[src/rtl/core/tdh_pkg.sv]
// tdh_pkg: types, codes and derived constants of the trigger delay histogrammer
// used by every module of the core and by its checker; depends on nothing
`default_nettype none

package tdh_pkg;

   localparam int BIN_COUNT   = 4200;
   localparam int BIN_TICKS   = 10000;

   localparam int MODE_W      = 3;
   localparam int TIME_W      = 64;
   localparam int FIELD_BIN_W = 13;
   localparam int CNT_W       = 32;

   localparam logic [CNT_W-1:0] CNT_MAX = '1;

   localparam logic [MODE_W-1:0] MODE_TRIG     = 3'd0;
   localparam logic [MODE_W-1:0] MODE_HIT_ONE  = 3'd1;
   localparam logic [MODE_W-1:0] MODE_HIT_TWO  = 3'd2;
   localparam logic [MODE_W-1:0] MODE_READ_ONE = 3'd3;
   localparam logic [MODE_W-1:0] MODE_READ_TWO = 3'd4;

   localparam int ADDR_W = $clog2(BIN_COUNT);

   // delays at or above this limit land in the overflow counter
   localparam logic [TIME_W-1:0] DELAY_LIMIT = 64'(BIN_COUNT) * 64'(BIN_TICKS);
   localparam int DELAY_W  = $clog2(DELAY_LIMIT);

   // reciprocal divide: quotient estimate is exact or one low
   localparam int TICK_LOG = $clog2(BIN_TICKS + 1) - 1;
   localparam int TICK_W   = $clog2(BIN_TICKS + 1);
   localparam int RECIP_W  = DELAY_W - TICK_LOG + 1;
   localparam logic [RECIP_W-1:0] RECIP =
      RECIP_W'((65'(1) << DELAY_W) / 65'(BIN_TICKS));
   localparam int PROD_W   = DELAY_W + RECIP_W;
   localparam int REM_W    = RECIP_W + TICK_W;

   localparam int QUEUE_DEPTH = 8;
   localparam int QPTR_W      = $clog2(QUEUE_DEPTH);
   localparam int OCC_W       = $clog2(QUEUE_DEPTH + 1);

   typedef struct packed {
      logic [MODE_W-1:0]      mode;
      logic [TIME_W-1:0]      event_time;
      logic [FIELD_BIN_W-1:0] read_bin;
   } tdh_req_type;

   typedef struct packed {
      logic [CNT_W-1:0]       bin_count;
      logic                   hit_binned;
      logic [FIELD_BIN_W-1:0] bin_hit;
   } tdh_rsp_type;

   typedef enum logic [1:0] {
      OP_NONE,
      OP_HIT,
      OP_READ
   } tdh_op_type;

   typedef struct packed {
      tdh_op_type             op;
      logic                   det;
      logic                   ovf;
      logic [ADDR_W-1:0]      addr;
      logic [FIELD_BIN_W-1:0] bin_hit;
   } tdh_entry_type;

   typedef struct packed {
      logic clearing;
      logic pop;
   } tdh_back_status_type;

endpackage

`default_nettype wire

[src/rtl/core/tdh_queue.sv]
// tdh_queue: small fifo of classified items between the front and back parts
// depends on tdh_pkg
`default_nettype none

module tdh_queue import tdh_pkg::*; (
   input  logic          clock,
   input  logic          reset,
   input  logic          push,
   input  tdh_entry_type push_entry,
   input  logic          pop,
   output logic          head_valid,
   output tdh_entry_type head_entry
);

   tdh_entry_type     slot_ff [QUEUE_DEPTH];
   logic [QPTR_W-1:0] wr_ptr_ff, wr_ptr_in;
   logic [QPTR_W-1:0] rd_ptr_ff, rd_ptr_in;
   logic [OCC_W-1:0]  count_ff, count_in;

   function automatic logic [QPTR_W-1:0] next_ptr(input logic [QPTR_W-1:0] ptr);
      logic [QPTR_W-1:0] nxt;
      nxt = (ptr == QPTR_W'(QUEUE_DEPTH - 1)) ? '0 : ptr + 1'b1;
      return nxt;
   endfunction

   assign head_valid = (count_ff != '0);
   assign head_entry = slot_ff[rd_ptr_ff];

   assign wr_ptr_in = push ? next_ptr(wr_ptr_ff) : wr_ptr_ff;
   assign rd_ptr_in = pop  ? next_ptr(rd_ptr_ff) : rd_ptr_ff;
   assign count_in  = count_ff + OCC_W'(push) - OCC_W'(pop);

   always_ff @(posedge clock) begin
      if (reset) begin
         wr_ptr_ff <= '0;
         rd_ptr_ff <= '0;
         count_ff  <= '0;
      end else begin
         wr_ptr_ff <= wr_ptr_in;
         rd_ptr_ff <= rd_ptr_in;
         count_ff  <= count_in;
      end
   end

   always_ff @(posedge clock) begin
      if (push) begin
         slot_ff[wr_ptr_ff] <= push_entry;
      end
   end

endmodule

`default_nettype wire

[config.mk]
export PLATFORM = sky130hd
export DESIGN_NAME = tdh_queue
export DESIGN_NICKNAME = d
export VERILOG_FILES = /design/src/rtl/core/tdh_pkg.sv /design/src/rtl/core/tdh_queue.sv
export SDC_FILE = /design/constraint.sdc
export NUM_CORES = 1
export LEC_CHECK = 0
export BUFFER_PORTS_ARGS = -buffer_cell sky130_fd_sc_hd__buf_2
export CAP_MARGIN = 20
export CORE_UTILIZATION = 55
export CTS_CLUSTER_DIAMETER = 100
export DETAILED_ROUTE_END_ITERATION = 6
export PLACE_DENSITY = 0.82
export SYNTH_ARGS = -nofsm -noshare
export SYNTH_HDL_FRONTEND = slang
export SYNTH_SLANG_ARGS = --single-unit
[constraint.sdc]
create_clock -name clock -period 3.75 [get_ports clock]
set_input_delay 0.75 -clock clock [delete_from_list [all_inputs] [get_ports clock]]
set_output_delay 0.75 -clock clock [all_outputs]
set_load 0.005 [all_outputs]
Word level (Yosys, flattened, before mapping)
Memory sizes are Yosys's and may differ from the RTL's. A register that Yosys moved wholly into a read port is not among the register bits.
Index checks and enable logic that the tools add are counted.
- bits in registers: 10
- bits in writable memories: 240
- input bits: 34
- output and inout port bits: 31
- logic and storage cells: 17
- memories: 1
- add/subtract/negate cells: 4
- equal/unequal tests: 2
- multiplexer cells: 6
- reduce and logical (&&, ||, !) cells: 1
- memories (memory ; depth ; width ; rd ports ; clocked after memory_dff ; write ports ; line ; RTL):
    slot_ff ; 8 ; 30 ; 1 ; 1 ; 1 ; tdh_queue.sv:15 ; tdh_entry_type slot_ff [QUEUE_DEPTH];
- operator list (cell ; count):
    $mux 3 ; 4
    $add 3x1->3 const B ; 2
    $eq 3x3->1 const B ; 2
    $add 4x1->4 ; 1
    $reduce_bool 4->1 ; 1
    $sub 4x1->4 ; 1
    $mux 1 ; 2

Longest topological paths before layout
- depth after elaboration: 4
- mapped depth: 7
- depth with buffers taken out: 7

Least setup slack after synthesis
No wires, ideal clock.
- path kind: in2reg
- start: in push
- end: mem slot_ff[0][0] (netlist name) (enable)
- setup time: 455 ps
- arrival time: 2927 ps
- required time: 3295 ps
- setup slack: 368 ps
- stages on the path: 2
- path buffers: 0
- cells stage by stage: nand2b_1 nor3_1
- longest elaborated chain between the ends: 2
- RTL lines (what ; line ; RTL):
    from (decl) ; tdh_queue.sv:8 ; input logic push,
    $mux 1 ; tdh_queue.sv:46 ; if (push) begin
    $mux 1 (not written as such) ; tdh_queue.sv:47 ; slot_ff[wr_ptr_ff] <= push_entry;
    to (decl) ; tdh_queue.sv:15 ;
Every way passes these cells.

==> flow_summary.ini <==
[outcome]
outcome = completed

[worst_setup_path]
worstPathMaxFanout = 38
worstRegToRegCells = 3
setup.worst_path.start_class = flop
max_stage_delay_ps = 610
r2r-start = wr_ptr_ff[1]
worstPathArrival_ps = 2510
slowest_stage = mux4_1
crit_buf_inv = 2
crit_type = reg2out
end_kind = output port
worst-path-stages = 4
critical_path.top_delay_family = multiplexers
worstPathCellList = buf_12 > mux4_1 > mux2_2 > buf_2
cp.required_ps = 3000

[clocking]
hold_buffers = 0
clock_path_buffers = 3
cts-root-buf = clkbuf_16
clk_latency_ps = 520
cts_num_sinks = 253
cts_resized = 0
cts_tree = built
cts_buffers = 25
cts_htree_levels = 1
post_cts_buffers = 0
path_clk_slew_ps = 60

[sta]
finClkSkew_ps = 14.0
finalMaxSlewViolations = 0
rsz0062_at_grt = false
max_freq_mhz = 306
setup_ws_ps = 486
fin_crit_ps = 3260
slew_headroom_pct = 37.0
tightestPinTransition_ps = 945
fin_crit_sh_pct = 87.0
timing.hold.ws_ps = 496
tns_ps = 0
hold_viol = 0
finalSetupViolations = 0

[hold_path]
hp-start = push_entry[10]
min_path_cells = 1
min_path_type = in2reg

[layout]
antenna_cells = 0
utilization_pct = 64.9
drive_above_1_share_pct = 29.0
design_area_mm2 = 0.0113
mostFrequentLayoutCells = edfxtp_1 (240), buf_2 (64), mux4_1 (60)
instances_no_fill = 746
final_common_cell = edfxtp_1
area_delta_synth_final_pct = 14.5
nets = 549

[synth]
ys_warn_count = 0
yosysUniqueCellTypes = 22
synth_top_area_share_pct = 72.9
synth_fp_nets = 462
syn-instance-count = 418
syn_area_mm2 = 0.00988
yosys-top-cells-area = edfxtp_1 (73%), mux4_1 (16%), mux2_2 (3.4%)
synth_seq_area_share_pct = 75.6
yosysTopAreaCell = edfxtp_1
avgSynthCellArea_um2 = 23.6
ys_ff_latch = 253

[pwr]
p_int_mw = 4.71
switching_share_pct = 20.3
seqPwrFrac_pct = 54.2
power_density_mw_per_mm2 = 523
fin_total_pwr_mw = 5.92
ir_worst_vdd_mv = 0.383
p_clk_share_pct = 39.1
p_switching_mw = 1.20
p_leak_nw = 3.80
combinationalPowerShare_pct = 6.7

[detailed_routing]
drt_drc_violations_left = 0
wirelength_um = 18000
drt_iter0_markers = 337
vias = 4451
vias_per_cell = 5.97
ant_nets = 0
first_pass_iters = 4
routedWlPerCell_um = 24.1

[place]
gp_congestion = 0.701
place_ws_ps = 1010
dp_cells = 703
placed_area_mm2 = 0.0106
portBuffers = 64
dpl.hpwl_um = 10100

[floorplanning]
chipHeight_um = 136
rows = 48
ios = 65
die_x_um = 136
dieArea_mm2 = 0.0185
core_area_mm2 = 0.0174
start_util_pct = 56.7

[flow_run]
maxCapViolations = 0

[global_routing]
antenna_found_initial = 0
grt_overflow = 0
grt_max_degree = 39
grt_pass1_wl_um = 27100
grt_pass1_vias = 4657
track_usage_pct = 20.4
## synth_stat cells, drive strengths merged
master,instances
xnor2,1
mux2i,2
ha,9
nand3,2
edfxtp,240
nor2,11
a21oi,5
nand2b,6
nand3b,2
buf,7
a31o,1
mux4,60
nor3b,1
inv,7
fa,1
nor3,2
o21ai,1
dfxtp,13
mux2,30
clkbuf,11
nor2b,3
nand2,3
## metal layers
layer	track usage (%)	share of wire, %	up-vias
li1	-	-	1975
met1	26.8	41	2315
met2	36.0	52	130
met3	2.95	4.7	31
met4	5.19	1.9	0
met5	0	0	-
## kinds of logic after synthesis
kind of cell / after synthesis / synth area share (%)
flip-flops: 253 / 75.6
multiplexers: 92 / 19.6
AND/OR/NAND/NOR: 30 / 1.53
buffers and inverters: 25 / 1.48
adder cells (fa/ha/maj): 10 / 1.34
AO/OA/AOI/OAI: 7 / 0.393
XOR/XNOR: 1 / 0.0887
## sequential cells by signal (all words and copies together), names as in the netlist, named ones only
signal,flops
slot_ff,240
wr_ptr_ff,3
count_ff,4
rd_ptr_ff,3
## path summary, 6_finish.rpt
path,slack [ps],end
max,490,head_entry[23]
max reg2reg,1880,slot_ff[3][7]
min reg2reg,500,flop
min,500,slot_ff[6][10]
## power by group through the flow
stage,clock network (mW),registers [mW],logic [mW]
3_5_place_dp,0,3.26,0.401
4_1_cts,2.36,3.20,0.406
2_1_floorplan,0,3.24,0.263
6_report,2.31,3.20,0.399
3_3_place_gp,0,3.26,0.380
5_1_grt,2.47,3.21,0.438
## layout make-up
type	instances	area, um^2
clock buffer	28	637
clock inverter	15	118
fill	1120	6110
inverter	7	26.3
multi-input combinational	140	2320
sequential	253	7470
tap	225	282
timing repair buffer	78	450
Note: power is estimated with default switching activity, not from simulation.
