`src/rtl/core/tdh_pkg.sv`:
```
// tdh_pkg: types, codes and derived constants of the trigger delay histogrammer
// used by every module of the core and by its checker; depends on nothing
`default_nettype none

package tdh_pkg;

   localparam int BIN_COUNT   = 4200;
   localparam int BIN_TICKS   = 10000;

   localparam int MODE_W      = 3;
   localparam int TIME_W      = 64;
   localparam int FIELD_BIN_W = 13;
   localparam int CNT_W       = 32;

   localparam logic [CNT_W-1:0] CNT_MAX = '1;

   localparam logic [MODE_W-1:0] MODE_TRIG     = 3'd0;
   localparam logic [MODE_W-1:0] MODE_HIT_ONE  = 3'd1;
   localparam logic [MODE_W-1:0] MODE_HIT_TWO  = 3'd2;
   localparam logic [MODE_W-1:0] MODE_READ_ONE = 3'd3;
   localparam logic [MODE_W-1:0] MODE_READ_TWO = 3'd4;

   localparam int ADDR_W = $clog2(BIN_COUNT);

   // delays at or above this limit land in the overflow counter
   localparam logic [TIME_W-1:0] DELAY_LIMIT = 64'(BIN_COUNT) * 64'(BIN_TICKS);
   localparam int DELAY_W  = $clog2(DELAY_LIMIT);

   // reciprocal divide: quotient estimate is exact or one low
   localparam int TICK_LOG = $clog2(BIN_TICKS + 1) - 1;
   localparam int TICK_W   = $clog2(BIN_TICKS + 1);
   localparam int RECIP_W  = DELAY_W - TICK_LOG + 1;
   localparam logic [RECIP_W-1:0] RECIP =
      RECIP_W'((65'(1) << DELAY_W) / 65'(BIN_TICKS));
   localparam int PROD_W   = DELAY_W + RECIP_W;
   localparam int REM_W    = RECIP_W + TICK_W;

   localparam int QUEUE_DEPTH = 8;
   localparam int QPTR_W      = $clog2(QUEUE_DEPTH);
   localparam int OCC_W       = $clog2(QUEUE_DEPTH + 1);

   typedef struct packed {
      logic [MODE_W-1:0]      mode;
      logic [TIME_W-1:0]      event_time;
      logic [FIELD_BIN_W-1:0] read_bin;
   } tdh_req_type;

   typedef struct packed {
      logic [CNT_W-1:0]       bin_count;
      logic                   hit_binned;
      logic [FIELD_BIN_W-1:0] bin_hit;
   } tdh_rsp_type;

   typedef enum logic [1:0] {
      OP_NONE,
      OP_HIT,
      OP_READ
   } tdh_op_type;

   typedef struct packed {
      tdh_op_type             op;
      logic                   det;
      logic                   ovf;
      logic [ADDR_W-1:0]      addr;
      logic [FIELD_BIN_W-1:0] bin_hit;
   } tdh_entry_type;

   typedef struct packed {
      logic clearing;
      logic pop;
   } tdh_back_status_type;

endpackage

`default_nettype wire

```
`src/rtl/core/tdh_front.sv`:
```
// tdh_front: accepts items, keeps the trigger time, classifies each item and
// computes the delay bin in three stages; depends on tdh_pkg
`default_nettype none

module tdh_front import tdh_pkg::*; (
   input  logic                clock,
   input  logic                reset,
   input  logic                req_valid,
   output logic                req_stall,
   input  tdh_req_type         req_data,
   input  tdh_back_status_type back_status,
   output logic                push_valid,
   output tdh_entry_type       push_entry
);

   typedef struct packed {
      tdh_op_type        op;
      logic              det;
      logic              ovf;
      logic [ADDR_W-1:0] addr;
      logic [TIME_W-1:0] delay;
   } s1_type;

   typedef struct packed {
      tdh_op_type         op;
      logic               det;
      logic               ovf;
      logic [ADDR_W-1:0]  addr;
      logic [DELAY_W-1:0] low_delay;
      logic [PROD_W-1:0]  prod;
   } s2_type;

   typedef struct packed {
      tdh_op_type         op;
      logic               det;
      logic               ovf;
      logic [ADDR_W-1:0]  addr;
      logic [DELAY_W-1:0] low_delay;
      logic [RECIP_W-1:0] quot;
      logic [REM_W-1:0]   qprod;
   } s3_type;

   logic              accept;
   logic [TIME_W:0]   diff;
   logic              in_range;
   logic              at_ovf;

   logic [OCC_W-1:0]  occ_ff, occ_in;
   logic [TIME_W-1:0] trig_time_ff, trig_time_in;
   logic              trig_seen_ff, trig_seen_in;
   logic              s1_valid_ff, s2_valid_ff, s3_valid_ff;
   s1_type            s1_ff, s1_in;
   s2_type            s2_ff, s2_in;
   s3_type            s3_ff, s3_in;

   logic [REM_W-1:0]  rem;
   logic              bump;
   logic [ADDR_W-1:0] bin;

   assign req_stall = back_status.clearing || (occ_ff == OCC_W'(QUEUE_DEPTH));
   assign accept    = req_valid && !req_stall;

   // occupancy counts items in the stages plus the queue
   assign occ_in = occ_ff + OCC_W'(accept) - OCC_W'(back_status.pop);

   assign diff     = {1'b0, req_data.event_time} - {1'b0, trig_time_ff};
   assign in_range = 32'(req_data.read_bin) < 32'(BIN_COUNT);
   assign at_ovf   = 32'(req_data.read_bin) == 32'(BIN_COUNT);

   always_comb begin
      trig_time_in = trig_time_ff;
      trig_seen_in = trig_seen_ff;
      if (accept && req_data.mode == MODE_TRIG) begin
         trig_time_in = req_data.event_time;
         trig_seen_in = 1'b1;
      end
   end

   always_comb begin
      s1_in       = '0;
      s1_in.op    = OP_NONE;
      s1_in.delay = diff[TIME_W-1:0];
      case (req_data.mode)
         MODE_TRIG: begin
            s1_in.op = OP_NONE;
         end
         MODE_HIT_ONE, MODE_HIT_TWO: begin
            s1_in.op  = (trig_seen_ff && !diff[TIME_W]) ? OP_HIT : OP_NONE;
            s1_in.det = (req_data.mode == MODE_HIT_TWO);
         end
         MODE_READ_ONE, MODE_READ_TWO: begin
            s1_in.op   = (in_range || at_ovf) ? OP_READ : OP_NONE;
            s1_in.det  = (req_data.mode == MODE_READ_TWO);
            s1_in.ovf  = at_ovf;
            s1_in.addr = ADDR_W'(32'(req_data.read_bin));
         end
         default: begin
            s1_in.op = OP_NONE;
         end
      endcase
   end

   always_comb begin
      s2_in.op        = s1_ff.op;
      s2_in.det       = s1_ff.det;
      s2_in.addr      = s1_ff.addr;
      s2_in.ovf       = (s1_ff.op == OP_HIT) ? (s1_ff.delay >= DELAY_LIMIT) : s1_ff.ovf;
      s2_in.low_delay = s1_ff.delay[DELAY_W-1:0];
      s2_in.prod      = PROD_W'(s1_ff.delay[DELAY_W-1:0]) * PROD_W'(RECIP);
   end

   always_comb begin
      s3_in.op        = s2_ff.op;
      s3_in.det       = s2_ff.det;
      s3_in.ovf       = s2_ff.ovf;
      s3_in.addr      = s2_ff.addr;
      s3_in.low_delay = s2_ff.low_delay;
      s3_in.quot      = s2_ff.prod[PROD_W-1 -: RECIP_W];
      s3_in.qprod     = REM_W'(s2_ff.prod[PROD_W-1 -: RECIP_W]) * REM_W'(BIN_TICKS);
   end

   // quotient correction
   assign rem  = REM_W'(s3_ff.low_delay) - s3_ff.qprod;
   assign bump = rem >= REM_W'(BIN_TICKS);
   assign bin  = ADDR_W'(s3_ff.quot) + ADDR_W'(bump);

   always_comb begin
      push_entry.op      = s3_ff.op;
      push_entry.det     = s3_ff.det;
      push_entry.ovf     = s3_ff.ovf;
      push_entry.addr    = s3_ff.addr;
      push_entry.bin_hit = '0;
      if (s3_ff.op == OP_HIT) begin
         if (s3_ff.ovf) begin
            push_entry.bin_hit = FIELD_BIN_W'(BIN_COUNT);
         end else begin
            push_entry.addr    = bin;
            push_entry.bin_hit = FIELD_BIN_W'(bin);
         end
      end
   end

   assign push_valid = s3_valid_ff;

   always_ff @(posedge clock) begin
      if (reset) begin
         occ_ff       <= '0;
         trig_time_ff <= '0;
         trig_seen_ff <= 1'b0;
         s1_valid_ff  <= 1'b0;
         s2_valid_ff  <= 1'b0;
         s3_valid_ff  <= 1'b0;
      end else begin
         occ_ff       <= occ_in;
         trig_time_ff <= trig_time_in;
         trig_seen_ff <= trig_seen_in;
         s1_valid_ff  <= accept;
         s2_valid_ff  <= s1_valid_ff;
         s3_valid_ff  <= s2_valid_ff;
      end
   end

   always_ff @(posedge clock) begin
      s1_ff <= s1_in;
      s2_ff <= s2_in;
      s3_ff <= s3_in;
   end

endmodule

`default_nettype wire

```
`config.mk`:
```
export PLATFORM = sky130hd
export DESIGN_NAME = tdh_front
export DESIGN_NICKNAME = d
export VERILOG_FILES = /design/src/rtl/core/tdh_pkg.sv /design/src/rtl/core/tdh_front.sv
export SDC_FILE = /design/constraint.sdc
export NUM_CORES = 1
export LEC_CHECK = 0
export BUFFER_PORTS_ARGS = -buffer_cell sky130_fd_sc_hd__buf_2
export CAP_MARGIN = 30
export CORE_UTILIZATION = 58
export DETAILED_ROUTE_END_ITERATION = 8
export GPL_ROUTABILITY_DRIVEN = 0
export MAX_ROUTING_LAYER = met4
export PLACE_DENSITY_LB_ADDON = 0.15
export SETUP_SLACK_MARGIN = 0.4
export SYNTH_ARGS = -nofsm -noshare
export SYNTH_HDL_FRONTEND = slang
export SYNTH_SLANG_ARGS = --single-unit
```
`constraint.sdc`:
```
create_clock -name clock -period 6.5 [get_ports clock]
set_input_delay 0.65 -clock clock [delete_from_list [all_inputs] [get_ports clock]]
set_output_delay 0.65 -clock clock [all_outputs]
set_load 0.005 [all_outputs]
```
Yosys cells after proc, flatten, opt, wreduce, memory -nomap -nowiden --
Index checks and enable logic that the tools add are counted.
Storage, ports and cells: register bits 314, input port bits 85, logic and storage cells 60, output and inout bits 32
Cells by class: reduce and logical (&&, ||, !) cells 10, equality and inequality tests 8, multipliers 2, order comparisons 3, muxes and demuxes 8, add/sub/neg operators 5
Operator list (number):
- subtractor 64 x 64 -> 65 bit | 1
- greater-or-equal comparator 64 x 26 -> 1 bit, second input constant | 1
- multiplier 26 x 12 -> 38 bit, second input constant | 1
- greater-or-equal comparator 28 x 14 -> 1 bit, second input constant | 1
- subtractor 26 x 28 -> 28 bit | 1
- 2-to-1 mux 13 bit | 2
- 2-to-1 mux 26 bit | 1
- multiplier 13 x 10 -> 23 bit, second input constant | 1
- adder 13 x 1 -> 13 bit | 1
- == test 13 bit, second input constant | 1
- less-than comparator 13 bit, second input constant | 1
- == test 3 x 2 -> 1 bit, second input constant | 2
- adder 4 x 1 -> 4 bit | 1
- == test 2 x 1 -> 1 bit, second input constant | 2
- == test 4 bit, second input constant | 1
- case mux 2 bit (2 select lines) | 1
- OR reduction 2 bit | 2
- subtractor 4 x 1 -> 4 bit | 1
- == test 3 x 1 -> 1 bit, second input constant | 1
- == test 3 bit, second input constant | 1
- logical AND 1 bit | 3
- zero test 3 bit | 1
- zero test 1 bit | 2
- logical OR 1 bit | 2
- other kinds (3) | 4

Longest topological paths before layout --
Gate-level depths: netlist of run 1.
depth in word-level cells 6, gate-level depth with buffers 21, gate-level depth less buffers 21

Least setup slack after synthesis of run 1 --
No wires, ideal clock.
kind register to register, from register s1_ff[5] in the netlist's numbering, to register s2_ff[31] in the netlist's numbering, buffers on the path 0, library setup time 119 ps, path slack 1685 ps, data arrival time 4695 ps, data required time 6381 ps, period minus slack after synthesis 4815 ps, cell stages (with the launch flop) 19, path through dfxtp_1 > ha_1 > fa_1 > inv_1 > fa_1 > fa_1 > fa_1 > inv_1 > ha_1 > a21o_1 > a21o_1 > a21o_1 > a31oi_1 > a21oi_1 > o21ai_0 > a21boi_0 > o21ai_0 > nand2b_1 > xor2_1
RTL lines:
- start, declared | line tdh_front.sv:52 | s1_type s1_ff, s1_in;
- start signal, assigned | line tdh_front.sv:164 | s1_ff <= s1_in;
- end signal, assigned | line tdh_front.sv:165 | s2_ff <= s2_in;
- end, declared | line tdh_front.sv:53 | s2_type s2_ff, s2_in;

==> flow_summary.yaml, run 1 <==
detailed_routing:
  firstDrtPassIters: 5
  drt_iter0_drc: 895
  wl_per_cell_um: 15.83
  vias_per_cell: 5.434
  drt_wl_total_um: 43960
  drc: 0
  vias: 15090
  antenna_left: 0
logic_synthesis:
  yosysUniqueCellTypes: 83
  synth_cells: 2219
  synth-seq-cells: 276
  synth_edf_count: 0
  synth.most_common_cell: "inv_1"
  synth_top_cell_area_share: 0.2788
  ys_top_cells_by_count: "inv_1, ha_1, dfxtp_1"
  syn-cell-area_um2: 19820
  syn-num-nets: 2721
  synth_warnings: 0
  yosysTopAreaCell: "dfxtp_1"
  ys_seq_area_frac: 0.2788
  synth_ff_type: "dfxtp_1"
  synth_area_leaders: "dfxtp_1, ha_1, fa_1, inv_1, a21oi_1"
  ys_async_sr_fraction: 0
  synth_area_per_cell_um2: 8.933
timing:
  tns_ns: 0
  relSlewSlack: 0.4098
  slew_viol_final: 0
  finalCritPeriodShare: 0.8959
  grt_setup_unrepaired: "false"
  min_period_ns: 5.823
  hold_violations: 0
  finClkSkew_ns: 0.02422
  setup_violations: 0
  maxClockFrequency_mhz: 171.7
  worst_slew_pin_slew_ns: 0.8739
cts:
  clk_path_buf_depth: 3
  cts_tree: "done"
  cts_inserted_buffers: 30
  h-tree-depth: 1
  cts.sinks: 276
  clock_latency_ns: 0.56
  hold_buffers: 0
  path_clk_slew_ns: 0.07
  cts_root_buffer: "clkbuf_16"
final_layout:
  final_nets: 2807
  area_growth_pct: 9.437
  drive_above_1_share: 0.09064
die:
  start_util: 0.5896
  die_w_um: 186.9
  die_area_um2: 34920
  die_y_um: 186.9
  row_count: 67
  core_area_um2: 33620
  io_pins: 117
critical_path:
  cp_data_required_time_ns: 5.85
  rr_startpoint: "s1_ff[0]"
  cp.arrival_ns: 5.17
  cp-start-kind: "flop"
  worstSetupEndpointType: "output pin"
  regToRegSetupSlack_ns: 1.30
  crit_path_max_fanout: 6
  path_class: "reg -> out"
  r2r_end: "s2_ff[31]"
  ff2ff_path_depth: 18
place:
  hpwl_um: 35950
  io_buffers: 116
grt:
  antenna_found_initial: 1
  grt_pass1_wl_um: 72950
  grt_max_degree: 73
  grt_pass1_vias: 15120
  grt_util_all_layers: 0.2616
  grt_overflow: 0
worst_hold_path:
  hold_path.startpoint: "req_data[11]"
  min_path_cells: 2
  hold-path-endpoint: "s1_ff[75]"
  hold_class: "in -> reg"
outcome:
  status: "completed"
run:
  drv_cap: 0
==> layer usage <==
| layer | vias to the layer above | GRT usage | wire [um] | share of wire |
|---|---|---|---|---|
| met5 | - | - | 0 | 0 |
| met2 | 379 | 0.4572 | 21750 | 0.49 |
| li1 | 7478 | - | - | - |
| met1 | 7124 | 0.3151 | 19010 | 0.43 |
| met3 | 110 | 0.02964 | 1779 | 0.040 |
| met4 | 0 | 0.08197 | 1424 | 0.032 |
==> layout make-up <==
cell class,instances,area [um2]
clock inverters,15,148.9
fillers,2797,11920
repair buffers,121,613.1
clock buffers,40,868.3
well taps,448,560.5
flip-flops and latches,276,5525
inverters,401,1505
diodes,1,2.502
multi-input cells,1475,12470
==> cells in the final DEF (no fill, tap or decap), drive strengths merged, types with 46 or more instances in the layout <==
cell type	n
inv	401
ha	280
dfxtp	276
nand2	205
a21oi	169
fa	137
buf	121
nor2	96
a21o	85
o21ai	68
xnor2	65
xor2	46
==> cells by family (layout without fill, tap and decap cells) <==
kind of cell,after synthesis,count (layout),synth area share
xor+xnor,111,111,0.04905
compound gates,453,453,0.1473
fa+ha+maj,417,417,0.3151
buf+inv,468,577,0.09323
flops,276,276,0.2788
simple gates,492,492,0.1156
mux,2,2,0.001010
other cells,0,1,0
==> worst max-delay path, stage by stage (launching register included) <==
cell       delay, ns
dfxtp_1         0.43
inv_1           0.12
fa_1            0.46
a21o_1          0.20
a21o_1          0.20
a21bo_2         0.21
a21boi_0        0.24
o21ai_0         0.22
xor2_1          0.19
a2111oi_0       0.46
o2111ai_1       0.21
nor4_2          0.32
o2111ai_2       0.24
ha_1            0.30
nand2_1         0.11
nor2_1          0.08
nand3_1         0.11
xor2_1          0.16
nor2_1          0.07
a21o_1          0.19
buf_2           0.12
==> timing repair <==
item                                    4_1_cts  5_1_grt
gates resized for setup                       0        2
buffers inserted                              0        0
endpoints found under the setup margin        0        3
hold endpoints to repair                      0        0
==> flip-flops by register name (all words and copies together), names as in the netlist, 4 cells and up <==
signal / cells
s1_ff: 81
occ_ff: 4
trig_time_ff: 64
s2_ff: 52
s3_ff: 67
push_entry: 4
==> metrics by stage <==
step	hold WS, ns	cells	setup WS (ns)	instance area, um2	utilization
2_1_floorplan	0.3096	2219	1.685	19820	-
3_3_place_gp	0.3097	2719	1.403	20650	0.6143
3_5_place_dp	0.3121	2721	1.332	20660	0.6146
4_1_cts	0.2972	2776	0.7061	21680	0.6448
5_1_grt	0.3137	2777	0.4403	21690	0.6453
6_report	0.3205	2777	0.6767	21690	0.6453
==> how the worst max path moves through the flow <==
stage          startpoint  cells past startpoint  slack [ns]        endpoint
6_report        s3_ff[29]                     20        0.68  push_entry[23]
3_3_place_gp     s1_ff[5]                     18        1.40       s2_ff[31]
3_5_place_dp    s3_ff[29]                     20        1.33  push_entry[23]
5_1_grt         s3_ff[29]                     20        0.44  push_entry[23]
2_1_floorplan    s1_ff[5]                     18        1.69       s2_ff[31]
4_1_cts         s3_ff[29]                     20        0.71  push_entry[23]
Power of run 1 is not shown: default switching activity piles up to over one toggle a cycle in this logic, so the estimate is an artifact.
==> inputs of run 2 (changes only) <==
--- a/config.mk
+++ b/config.mk
@@ -7,7 +7,7 @@
 export LEC_CHECK = 0
 export BUFFER_PORTS_ARGS = -buffer_cell sky130_fd_sc_hd__buf_2
 export CAP_MARGIN = 30
-export CORE_UTILIZATION = 58
+export CORE_UTILIZATION = 52
 export DETAILED_ROUTE_END_ITERATION = 8
 export GPL_ROUTABILITY_DRIVEN = 0
 export MAX_ROUTING_LAYER = met4
==> flow_summary.yaml, run 2 (synthesis gave the netlist of run 1 again) <==
final_layout:
  largest_register: "s1_ff"
  area_growth_pct: 9.973
  drive_above_1_share: 0.08896
  final_cell_mix: "inv_1, ha_1, dfxtp_1, nand2_1, a21oi_1"
  antennaDiodeCount: 0
  largest_reg_flops: 81
  final_nets: 2808
  mostFrequentLayoutCell: "inv_1"
  largest_registers: "s1_ff (81), s3_ff (67), trig_time_ff (64)"
timing:
  finalCritPeriodShare: 0.8991
  worst_slew_pin_slew_ns: 0.8939
  finClkSkew_ns: 0.02856
  hold_violations: 0
  setup_violations: 0
  grt_setup_unrepaired: "false"
  relSlewSlack: 0.3963
  min_period_ns: 5.844
  slew_viol_final: 0
  tns_ns: 0
  maxClockFrequency_mhz: 171.1
cts:
  cts_root_buffer: "clkbuf_16"
  cts_tree: "done"
  h-tree-depth: 1
  cts.sinks: 276
  cts_inserted_buffers: 31
  path_clk_slew_ns: 0.06
  hold_buffers: 0
  clock_latency_ns: 0.57
  clk_path_buf_depth: 3
critical_path:
  worstSetupEndpointType: "output pin"
  cp.arrival_ns: 5.19
  crit_path_max_fanout: 6
  path_class: "reg -> out"
  cp_data_required_time_ns: 5.85
  regToRegSetupSlack_ns: 1.14
  ff2ff_path_depth: 20
  rr_startpoint: "s1_ff[8]"
  cp-start-kind: "flop"
  r2r_end: "s2_ff[31]"
die:
  die_area_um2: 38900
  start_util: 0.5275
  io_pins: 117
  die_w_um: 197.2
  row_count: 71
  core_area_um2: 37580
  die_y_um: 197.2
detailed_routing:
  firstDrtPassIters: 5
  drt_iter0_drc: 634
  dr_wl_met2_um: 21910
  vias: 14930
  top_layer_used: "met4"
  wl_met3_um: 1630
  vias_per_cell: 5.261
  wl_met1_um: 19870
  wl_per_cell_um: 15.70
  antenna_left: 0
  drc: 0
  drt_wl_total_um: 44560
grt:
  antenna_found_initial: 0
  grt_overflow: 0
  grt_pass1_vias: 14730
  grt_util_all_layers: 0.2359
  grt_max_degree: 73
  grt_pass1_wl_um: 71470
place:
  io_buffers: 116
  hpwl_um: 36360
worst_hold_path:
  min_path_cells: 2
  hold-path-endpoint: "s1_ff[78]"
  hold_path.startpoint: "req_data[77]"
  hold_class: "in -> reg"
run:
  drv_cap: 0
outcome:
  status: "completed"
==> run 2: what timing repair did <==
action	in CTS	in global routing
setup endpoints to repair	0	3
buffers inserted	0	0
resized for setup	0	4
==> run 2: worst max-delay path: stages (launching register included) <==
cell and delay, ns:
dfxtp_1 0.42, inv_1 0.11, fa_1 0.46, a21o_1 0.19, a21o_1 0.20, a21bo_2 0.21, a21boi_0 0.25, o21ai_1 0.19
xor2_1 0.18, a2111oi_1 0.40, o2111ai_1 0.20, nor4_1 0.43, o2111ai_2 0.26, ha_1 0.29, nand2_1 0.10, nor2_1 0.09
nand2_1 0.10, xor2_1 0.16, nor2_1 0.07, a21o_1 0.18, buf_2 0.12
==> run 2: worst max path at each step <==
| stage | start | to | slack (ns) | depth (start not counted) |
|---|---|---|---|---|
| after floorplan | s1_ff[5] | s2_ff[31] | 1.69 | 18 |
| after global placement | s1_ff[8] | s2_ff[31] | 1.38 | 20 |
| after detailed placement | s1_ff[8] | s2_ff[31] | 1.18 | 20 |
| after CTS | s3_ff[29] | push_entry[22] | 0.65 | 20 |
| after global routing | s3_ff[28] | push_entry[22] | 0.46 | 21 |
| final | s3_ff[29] | push_entry[22] | 0.66 | 20 |
==> run 2: through the flow <==
| stage | hold slack, ns | std cells | setup slack [ns] | cell area, um2 | utilization |
|---|---|---|---|---|---|
| after floorplan | 0.3096 | 2219 | 1.685 | 19820 | - |
| after global placement | 0.3103 | 2782 | 1.381 | 20730 | 0.5516 |
| after detailed placement | 0.3121 | 2784 | 1.182 | 20740 | 0.5519 |
| after CTS | 0.2924 | 2838 | 0.6474 | 21790 | 0.5798 |
| after global routing | 0.2962 | 2838 | 0.4571 | 21800 | 0.5801 |
| final | 0.3129 | 2838 | 0.6561 | 21800 | 0.5801 |
==> run 2: cell type report <==
class / count / area [um2]
Fill cell: 3398 / 15780
Multi-Input combinational cell: 1475 / 12470
Sequential cell: 276 / 5525
Inverter: 401 / 1505
Clock buffer: 42 / 877.1
Tap cell: 511 / 639.4
Timing Repair Buffer: 121 / 613.1
Clock inverter: 12 / 170.2
==> run 2: layer usage <==
metal  up-vias  GRT usage
li1       7490          -
met1      7031     0.2901
met2       329     0.4100
met3        82    0.02220
met4         0    0.06862
met5         -          -
Power of run 2 is left out for the same reason.
